## src/design/g711_pkg.sv

```systemverilog
// g711_pkg: shared constants for the G.711 companding codec.
// Used by g711_encoder, g711_decoder and g711_companding_codec_unit; no dependencies.
`default_nettype none

package g711_pkg;

   // Companding law codes (law_select register)
   localparam logic LAW_MU = 1'b0;
   localparam logic LAW_A  = 1'b1;

   // Item action codes
   localparam logic ACTION_ENCODE = 1'b0;
   localparam logic ACTION_DECODE = 1'b1;

   // Mu-law clip level and bias, A-law even-bit inversion mask
   localparam logic [14:0] MU_CLIP = 15'd32635;
   localparam logic [14:0] MU_BIAS = 15'd132;
   localparam logic [7:0]  A_XOR   = 8'h55;

   // One input item as held in the input register
   typedef struct packed {
      logic               action;
      logic signed [15:0] pcm_sample;
      logic [7:0]         code_in;
   } req_item_type;

endpackage : g711_pkg

`default_nettype wire

```

## src/design/g711_encoder.sv

```systemverilog
// g711_encoder: linear 16-bit PCM to 8-bit G.711 code, mu-law or A-law.
// Purely combinational; uses constants from g711_pkg.
`default_nettype none

module g711_encoder (
   input  wire logic               law_select,
   input  wire logic signed [15:0] pcm_sample,
   output logic [7:0]              code_out
);

   logic [15:0] raw;
   logic        neg;

   // mu-law path
   logic [16:0] mu_mag;
   logic [14:0] mu_clip;
   logic [14:0] mu_biased;
   logic [2:0]  mu_seg;
   logic [3:0]  mu_shamt;
   logic [14:0] mu_shifted;
   logic [7:0]  mu_code;

   // A-law path
   logic [14:0] a_mag;
   logic [2:0]  a_seg;
   logic [3:0]  a_shamt;
   logic [14:0] a_shifted;
   logic [7:0]  a_code;

   assign raw = pcm_sample;
   assign neg = raw[15];

   // mu-law: magnitude, clip, bias, segment from leading one, mantissa, invert
   always_comb begin
      mu_mag    = neg ? (17'h10000 - {1'b0, raw}) : {1'b0, raw};
      mu_clip   = (mu_mag > {2'b00, g711_pkg::MU_CLIP}) ? g711_pkg::MU_CLIP : mu_mag[14:0];
      mu_biased = mu_clip + g711_pkg::MU_BIAS;
      // biased value is at least 132, so bit 7 is the lowest possible leading one
      mu_seg = 3'd0;
      for (int i = 1; i < 8; i++) begin
         if (mu_biased[7 + i]) begin
            mu_seg = 3'(i);
         end
      end
      mu_shamt   = {1'b0, mu_seg} + 4'd3;
      mu_shifted = mu_biased >> mu_shamt;
      mu_code    = ~{neg, mu_seg, mu_shifted[3:0]};
   end

   // A-law: ones'-complement magnitude, segment, mantissa, toggle even bits
   always_comb begin
      a_mag = neg ? ~raw[14:0] : raw[14:0];
      a_seg = 3'd0;
      for (int i = 1; i < 8; i++) begin
         if (a_mag[7 + i]) begin
            a_seg = 3'(i);
         end
      end
      // segment 0 and 1 share the same mantissa position
      a_shamt   = (a_seg == 3'd0) ? 4'd4 : ({1'b0, a_seg} + 4'd3);
      a_shifted = a_mag >> a_shamt;
      a_code    = {~neg, a_seg, a_shifted[3:0]} ^ g711_pkg::A_XOR;
   end

   assign code_out = (law_select == g711_pkg::LAW_A) ? a_code : mu_code;

endmodule : g711_encoder

`default_nettype wire

```

## src/design/g711_decoder.sv

```systemverilog
// g711_decoder: 8-bit G.711 code to linear 16-bit PCM, mu-law or A-law.
// Purely combinational; uses constants from g711_pkg.
`default_nettype none

module g711_decoder (
   input  wire logic        law_select,
   input  wire logic [7:0]  code_in,
   output logic signed [15:0] pcm_out
);

   // mu-law path
   logic [7:0]  mu_u;
   logic [7:0]  mu_base;
   logic [14:0] mu_scaled;
   logic [14:0] mu_t;
   logic [15:0] mu_pcm;

   // A-law path
   logic [7:0]  a_c;
   logic [7:0]  a_step;
   logic [8:0]  a_base;
   logic [14:0] a_t;
   logic [15:0] a_pcm;

   // mu-law: ((mant*8 + bias) << seg) - bias, sign from the inverted code
   always_comb begin
      mu_u      = ~code_in;
      mu_base   = {1'b0, mu_u[3:0], 3'b000} + 8'(g711_pkg::MU_BIAS);
      mu_scaled = {7'b0, mu_base} << mu_u[6:4];
      mu_t      = mu_scaled - g711_pkg::MU_BIAS;
      mu_pcm    = mu_u[7] ? (16'h0000 - {1'b0, mu_t}) : {1'b0, mu_t};
   end

   // A-law: half-step midpoint in segment 0, implied leading one above it
   always_comb begin
      a_c    = code_in ^ g711_pkg::A_XOR;
      a_step = {a_c[3:0], 4'b0000};
      a_base = {1'b0, a_step} + 9'h108;
      if (a_c[6:4] == 3'd0) begin
         a_t = {7'b0, a_step} + 15'd8;
      end else begin
         a_t = {6'b0, a_base} << (a_c[6:4] - 3'd1);
      end
      a_pcm = a_c[7] ? {1'b0, a_t} : (16'h0000 - {1'b0, a_t});
   end

   assign pcm_out = (law_select == g711_pkg::LAW_A) ? a_pcm : mu_pcm;

endmodule : g711_decoder

`default_nettype wire

```

## src/design/g711_companding_codec_unit.sv

```systemverilog
// g711_companding_codec_unit: top level of the G.711 mu-law / A-law codec.
// Depends on g711_pkg, g711_encoder and g711_decoder.
`default_nettype none

// Converts one item per clock unless rsp_stall holds it: action 0 encodes
// req_pcm_sample into a G.711 byte on rsp_code_out (rsp_pcm_out reads 0),
// action 1 decodes req_code_in into a linear sample on rsp_pcm_out
// (rsp_code_out reads 0). csr_write_data selects the law (0 mu-law, 1 A-law)
// and resets to mu-law; write it only while no item is in flight. Each item
// passes the input register and then the result register, with the conversion
// logic between them. Back-pressure on rsp_stall holds the result register;
// once the input register is also full it is held too and req_stall rises.
module g711_companding_codec_unit (
   input  wire logic               clock,
   input  wire logic               reset,
   // configuration
   input  wire logic               csr_write_en,
   input  wire logic               csr_write_data,
   // input items
   input  wire logic               req_valid,
   output logic                    req_stall,
   input  wire logic               req_action,
   input  wire logic signed [15:0] req_pcm_sample,
   input  wire logic [7:0]         req_code_in,
   // result items
   output logic                    rsp_valid,
   input  wire logic               rsp_stall,
   output logic [7:0]              rsp_code_out,
   output logic signed [15:0]      rsp_pcm_out
);

   logic                  law_ff, law_in;
   logic                  in_valid_ff, in_valid_in;
   g711_pkg::req_item_type in_item_ff, in_item_in;
   logic                  out_valid_ff, out_valid_in;
   logic [7:0]            out_code_ff, out_code_in;
   logic signed [15:0]    out_pcm_ff, out_pcm_in;

   logic                  out_open;
   logic                  in_open;
   logic [7:0]            enc_code;
   logic signed [15:0]    dec_pcm;

   // Handshake: result register frees when empty or taken, input register follows
   assign out_open  = !out_valid_ff || !rsp_stall;
   assign in_open   = !in_valid_ff || out_open;
   assign req_stall = !in_open;

   // Law register
   assign law_in = csr_write_en ? csr_write_data : law_ff;

   // Input register
   always_comb begin
      in_valid_in = in_valid_ff;
      in_item_in  = in_item_ff;
      if (in_open) begin
         in_valid_in           = req_valid;
         in_item_in.action     = req_action;
         in_item_in.pcm_sample = req_pcm_sample;
         in_item_in.code_in    = req_code_in;
      end
   end

   // Conversion units
   g711_encoder u_enc (
      .law_select (law_ff),
      .pcm_sample (in_item_ff.pcm_sample),
      .code_out   (enc_code)
   );

   g711_decoder u_dec (
      .law_select (law_ff),
      .code_in    (in_item_ff.code_in),
      .pcm_out    (dec_pcm)
   );

   // Result register: unused field of each item reads zero
   always_comb begin
      out_valid_in = out_valid_ff;
      out_code_in  = out_code_ff;
      out_pcm_in   = out_pcm_ff;
      if (out_open) begin
         out_valid_in = in_valid_ff;
         if (in_item_ff.action == g711_pkg::ACTION_DECODE) begin
            out_code_in = 8'h00;
            out_pcm_in  = dec_pcm;
         end else begin
            out_code_in = enc_code;
            out_pcm_in  = 16'sh0000;
         end
      end
   end

   always_ff @(posedge clock) begin
      if (reset) begin
         law_ff       <= g711_pkg::LAW_MU;
         in_valid_ff  <= 1'b0;
         out_valid_ff <= 1'b0;
      end else begin
         law_ff       <= law_in;
         in_valid_ff  <= in_valid_in;
         out_valid_ff <= out_valid_in;
      end
   end

   // Payload registers, no reset
   always_ff @(posedge clock) begin
      in_item_ff  <= in_item_in;
      out_code_ff <= out_code_in;
      out_pcm_ff  <= out_pcm_in;
   end

   assign rsp_valid    = out_valid_ff;
   assign rsp_code_out = out_code_ff;
   assign rsp_pcm_out  = out_pcm_ff;

endmodule : g711_companding_codec_unit

`default_nettype wire

```

## config.mk

```make
export PLATFORM = sky130hd
export DESIGN_NAME = g711_companding_codec_unit
export DESIGN_NICKNAME = d
export VERILOG_FILES = /design/src/design/g711_pkg.sv /design/src/design/g711_encoder.sv /design/src/design/g711_decoder.sv /design/src/design/g711_companding_codec_unit.sv
export SDC_FILE = /design/constraint.sdc
export NUM_CORES = 1
export LEC_CHECK = 0
export ABC_AREA = 1
export BUFFER_PORTS_ARGS = -buffer_cell sky130_fd_sc_hd__buf_4
export CAP_MARGIN = 30
export CORE_ASPECT_RATIO = 1.25
export CORE_MARGIN = 8
export CORE_UTILIZATION = 54
export CTS_CLUSTER_SIZE = 8
export DETAILED_ROUTE_END_ITERATION = 10
export PLACE_DENSITY = 0.81
export SLEW_MARGIN = 20
export SYNTH_ARGS = -nofsm -noshare
export SYNTH_HDL_FRONTEND = slang
export SYNTH_SLANG_ARGS = --single-unit
```

## constraint.sdc

```tcl
create_clock -name clock -period 3.4 [get_ports clock]
set_input_delay 0.34 -clock clock [delete_from_list [all_inputs] [get_ports clock]]
set_output_delay 0.34 -clock clock [all_outputs]
set_load 0.1 [all_outputs]
```

# After elaboration in Yosys (flattened, before gate mapping)
# Index checks and enable logic that the tools add are counted.
# totals
ff_bits	52
inputBits	31
output_inout_bits	26
wordCells	61
# op_classes
n_addsub	11
magnitude_cmp	1
n_shift	4
n_mux	23
bitwise_logic	6
reduce_logical	8
# op_table
op	n
16-bit two-way mux	3
15-bit two-way mux	3
1-bit by 15-bit subtractor with 16-bit output (first input constant)	2
3-bit two-way mux	10
15-bit by 4-bit right shift with 4-bit output	2
17-bit by 15-bit greater-than comparator with 1-bit output (second input constant)	1
17-bit two-way mux	1
17-bit by 16-bit subtractor with 17-bit output (first input constant)	1
8-bit NOT	2
15-bit by 8-bit adder with 15-bit output (second input constant)	1
15-bit NOT	1
8-bit by 3-bit << shifter with 15-bit output	1
9-bit by 3-bit << shifter with 15-bit output	1
15-bit by 8-bit subtractor with 15-bit output (second input constant)	1
8-bit by 4-bit adder with 9-bit output (second input constant)	1
8-bit by 9-bit adder with 9-bit output (second input constant)	1
3-bit by 2-bit adder with 4-bit output (second input constant)	2
7-bit by 8-bit adder with 8-bit output (second input constant)	1
8-bit two-way mux	1
4-bit NOT	2
3-bit logical NOT	2
1-bit logical NOT	4
2-bit two-way mux	2
4-bit two-way mux	1
4 further kinds	6

# Logic depth before layout (Yosys ltp)
# depth
depth_word	16
depth_mapped	32

# Hierarchy
# A second synthesis with hierarchy kept.
# unflattened
hier_cells	840
area_unflattened_um2	5659.2
# modules_own_cells
module	instances	cells_each	area_each_um2	seq_area_each_um2
g711_encoder	1	417	2134.5	0.0
g711_companding_codec_unit	1	113	1785.5	1531.5
g711_decoder	1	310	1739.2	0.0

# Worst setup path before layout
# Ideal clock, no wire load.
# synth_timing
path_type	register to register
startpoint	register out_valid_ff (netlist: rsp_valid)
endpoint	register in_item_ff[0] in the netlist's numbering, enable pin
setup_ns	0.468
arrival_ns	3.988
required_time_ns	2.932
setup_slack_ns	-1.056
path_stages_with_launch	4
path_buffers	0
synth_period_minus_slack_ns	4.456
path_cell_list	dfxtp_1 nand2_1 nor2_1 inv_1
# synth_between
elab_chain_cells	3
# synth_lines
item	line_no	source
start, declared	g711_companding_codec_unit.sv:35	logic out_valid_ff, out_valid_in;
start signal, assigned	g711_companding_codec_unit.sv:102	out_valid_ff <= out_valid_in;
1-bit logical NOT	g711_companding_codec_unit.sv:45	assign out_open = !out_valid_ff || !rsp_stall;
1-bit logical OR	g711_companding_codec_unit.sv:45	
via out_open	g711_companding_codec_unit.sv:39	logic out_open;
1-bit logical OR	g711_companding_codec_unit.sv:46	assign in_open = !in_valid_ff || out_open;
end signal, assigned	g711_companding_codec_unit.sv:108	in_item_ff <= in_item_in;
end, declared	g711_companding_codec_unit.sv:34	g711_pkg::req_item_type in_item_ff, in_item_in;
# The timed path passes the listed nets, and every way through them passes these cells.
# A chain may end at the register's enable or synchronous reset.

# Worst setup path after layout
# layout_timing
startpoint	register in_item_ff[13] in the netlist's numbering
endpoint	register out_code_ff[1] (netlist: rsp_code_out[1]) (data pin)
# layout_between
elab_chain_cells	16
elab_cells_between_ends	19
cone_classes	add/sub (3); order compare (1); shift (2); mux (11); bitwise (2)
# layout_lines
item	line_no	source
17-bit by 16-bit subtractor with 17-bit output	g711_encoder.sv:35	mu_mag = neg ? (17'h10000 - {1'b0, raw}) : {1'b0, raw};
17-bit two-way mux	g711_encoder.sv:35	
17-bit by 15-bit greater-than comparator with 1-bit output	g711_encoder.sv:36	mu_clip = (mu_mag > {2'b00, g711_pkg::MU_CLIP}) ? g711_pkg::MU_CLIP : mu_mag[14:0];
15-bit two-way mux	g711_encoder.sv:36	
15-bit by 8-bit adder with 15-bit output	g711_encoder.sv:37	mu_biased = mu_clip + g711_pkg::MU_BIAS;
1-bit two-way mux	g711_encoder.sv:41	if (mu_biased[7 + i]) begin
3-bit two-way mux (6 in series)	g711_encoder.sv:41	
3-bit by 2-bit adder with 4-bit output	g711_encoder.sv:45	mu_shamt = {1'b0, mu_seg} + 4'd3;
15-bit by 4-bit right shift with 4-bit output	g711_encoder.sv:46	mu_shifted = mu_biased >> mu_shamt;
8-bit NOT	g711_encoder.sv:47	mu_code = ~{neg, mu_seg, mu_shifted[3:0]};
8-bit two-way mux *	g711_encoder.sv:65	assign code_out = (law_select == g711_pkg::LAW_A) ? a_code : mu_code;
end signal, assigned	g711_companding_codec_unit.sv:109	out_code_ff <= out_code_in;
end, declared	g711_companding_codec_unit.sv:36	logic [7:0] out_code_ff, out_code_in;
# Every way passes the cells marked *; elsewhere a longest branch is shown, timed or not.

==> impl_metrics.csv <==
group,metric,value,unit
drt,via_per_inst,5.62,
clock_tree,cts.sinks,50,
logic_synthesis,yosysMostFrequentCell,"nand2_1",
layout,layout-drive-gt1-share,31.8,%
setup_path,critPathMaxFanout,5,
logic_synthesis,synthFlopType,"edfxtp_1",
floorplanning,initial_utilization,54.9,%
placement,dp_cells,980,
clock_tree,numCtsBuffers,5,
drt,dr_total_vias,5723,
clock_tree,clk_latency,290,ps
setup_path,crit_required,3460,ps
sta,relSlewSlack,48.2,%
setup_path,crit_buf_inv,5,
layout,final_area,0.00682,mm^2
outcome,violations,"setup timing",
job,drv_cap,0,
logic_synthesis,synth-edff-count,47,
placement,place_congestion,0.960,
sta,fin_worst_skew,4.76,ps
sta,setup_viol,5,
placement,dp_worst_setup_slack,-113,ps
pwr,leakage,0.00334,uW
logic_synthesis,syn_area,0.00496,mm^2
sta,fin_crit,3490,ps
global_route,antenna_found_initial,0,
hold_path,holdPathStages,1,
sta,hold_violations,0,
floorplanning,coreArea,0.00903,mm^2
setup_path,ff2ff_path_depth,31,
drt,route.detailed.drc,0,
logic_synthesis,synth.area.top_cells,"edfxtp_1 28%, nand2_1 15%, inv_1 8.0%",
logic_synthesis,yosysUniqueCellTypes,44,
floorplanning,fp.dieW,102,um
sta,fmax,286,MHz
logic_synthesis,synth_common_cells,"192 x nand2_1, 105 x inv_1, 80 x nor2_1",
sta,setup_ws,-93.0,ps
pwr,worst_ir_drop_vdd,0.325,mV
logic_synthesis,ys_seq_area_share,29.7,%
sta,hold_slack,216,ps
clock_tree,clock_path_buffers,2,
sta,finalCritPeriodShare,103,%
global_route,grt_pass1_wl,24.2,mm
setup_path,critPathSlowestCell,"edfxtp_1",
outcome,status,"complete, but fails checks",
layout,area_growth_syn_to_layout,37.6,%
global_route,grt_overflow,0,
hold_path,hold_class,"in -> reg",
setup_path,end_kind,"flip-flop",
layout,diodes,0,
clock_tree,cts-htree-levels,2,
global_route,grt_usage,23.6,%
clock_tree,cts_tree,"done",
layout,layout.nets,941,
clock_tree,path_clk_slew,70,ps
sta,tightest_slew,768,ps
sta,rsz0062_at_grt,"yes",
floorplanning,die_area,0.0125,mm^2
pwr,total_power,2770,uW
logic_synthesis,synth_warnings,0,
floorplanning,ioPinCount,57,
placement,portBuffers,54,
setup_path,crit_arrival,3550,ps
setup_path,r2r-end,"rsp_code_out[1]$_SDFFCE_PP0P_",
drt,dr.first_iter.drc_count,474,
floorplanning,fp-row-count,39,
logic_synthesis,ys_seq_elements,50,
pwr,power_density,406,mW/mm^2
setup_path,worst_setup_path_start_kind,"flip-flop",
setup_path,cpPeakStageDelay,480,ps
layout,final_cells,1019,
global_route,first_global_vias,5341,
placement,dpl-instance-area,0.00583,mm^2
floorplanning,die_h,123,um
setup_path,rrSetupSlack,-90,ps
logic_synthesis,synth_cells,770,
setup_path,crit_top_cell,"nand2_2",
drt,drt-wirelength-per-cell,15.5,um
hold_path,min_from,"req_pcm_sample[2]",
drt,drt_first_pass_iters,5,
logic_synthesis,synth_top_area_share,28.5,%
sta,drv_slew,0,
hold_path,hold-path-endpoint,"in_item_ff[10]$_DFFE_PN_",
global_route,grt_max_degree,27,
setup_path,cp_top_family,"simple AND/OR/NAND/NOR gates",
logic_synthesis,synthArstFlopShare,0,%
drt,ant_nets,0,
clock_tree,cts_root_buf,"clkbuf_16",
setup_path,path_class,"reg -> reg",
drt,wl,15.8,mm
placement,dp_hpwl,10.9,mm
logic_synthesis,synth_top_area_cell,"edfxtp_1",
logic_synthesis,syn_avg_cell_area,6.44,um^2
setup_path,r2r_start,"in_item_ff[13]$_DFFE_PN_",
-- cell type report --
cell class | instances | area, um^2
flip-flops and latches | 50 | 1470
repair buffers | 134 | 1090
well taps | 123 | 154
clock buffers | 6 | 129
inverters | 124 | 475
fillers | 657 | 2200
clock inverters | 2 | 37.5
multi-input cells | 580 | 3470
-- report_power, final --
group | internal (uW) | leakage (uW) | total (uW) | switching (uW)
Sequential | 739 | 0.000539 | 775 | 35.9
Combinational | 464 | 0.00272 | 1420 | 960
Clock | 348 | 0.0000771 | 571 | 223
Total | 1550 | 0.00334 | 2770 | 1220
-- worst max path at each step --
stage	from	endpoint	slack, ps	depth (start not counted)
floorplan	rsp_valid$_SDFFE_PP0P_	in_item_ff[0]$_DFFE_PN_	90	3
global placement	in_item_ff[23]$_DFFE_PN_	rsp_code_out[0]$_SDFFCE_PP0P_	-40	19
detailed placement	in_item_ff[8]$_DFFE_PN_	rsp_code_out[1]$_SDFFCE_PP0P_	-110	30
CTS	in_item_ff[23]$_DFFE_PN_	rsp_code_out[0]$_SDFFCE_PP0P_	-20	20
global route	in_item_ff[13]$_DFFE_PN_	rsp_code_out[2]$_SDFFCE_PP0P_	-290	31
finish	in_item_ff[13]$_DFFE_PN_	rsp_code_out[1]$_SDFFCE_PP0P_	-90	31
-- cells in the final DEF (no fill, tap or decap), types with 5 or more instances in the layout --
cell	count
nand2_1	162
buf_4	124
inv_1	99
nor2_1	64
o21ai_0	58
nand3_1	54
edfxtp_1	47
a21oi_1	37
nand2_2	28
nand3_2	20
inv_2	17
nand2_4	16
nor2_4	14
nor2_2	13
o21ai_1	10
ha_1	10
xor2_1	9
nand4_1	7
nor3_1	7
o211ai_1	7
clkbuf_16	6
buf_6	6
o22ai_1	5
-- cell families (layout without fill, tap and decap cells) --
kind of cell,after synthesis,in the layout,synth area share [%]
xor gates and xnor gates,19,19,3.36
AOI/OAI and AO/OA,141,141,15.9
other,1,2,0.0756
and+or+nand+nor,401,403,35.9
DFF,50,50,29.7
adders and majority gates,15,15,3.79
buffers and inverters,143,266,11.3
-- flip-flops by register name, indices dropped and copies added, names as in the netlist --
| name | flops |
|---|---|
| in_item_ff | 25 |
| law_ff | 1 |
| rsp_valid | 1 |
| rsp_code_out | 8 |
| in_valid_ff | 1 |
| rsp_pcm_out | 14 |
-- through the flow --
stage / setup TNS (ps) / util, %
floorplan: 0 / -
CTS: -39.8 / 68.6
global placement: -40.7 / 64.6
finish: -390 / 75.6
detailed placement: -370 / 64.6
global route: -1480 / 75.6
-- timing repair --
| action | in CTS | in global routing |
|---|---|---|
| endpoints found under the setup margin | 4 | 13 |
| hold buffers | 0 | 0 |
| gates cloned | 3 | 1 |
| hold endpoints to repair | 0 | 0 |
| resized for setup | 25 | 121 |
| pin swaps | 21 | 37 |
| buffers inserted | 8 | 18 |
-- metal layers --
metal  global-route usage, %  part of all wire [%]  up-vias  wire, um
met4                    7.10                   3.0        0       473
met2                    42.6                    52      244      8130
met1                    27.9                    40     2659      6290
met5                       0                     0        -         0
met3                    3.72                   5.5       51       873
li1                        -                     -     2769         -
No activity file was read; power rests on OpenSTA's default activity.
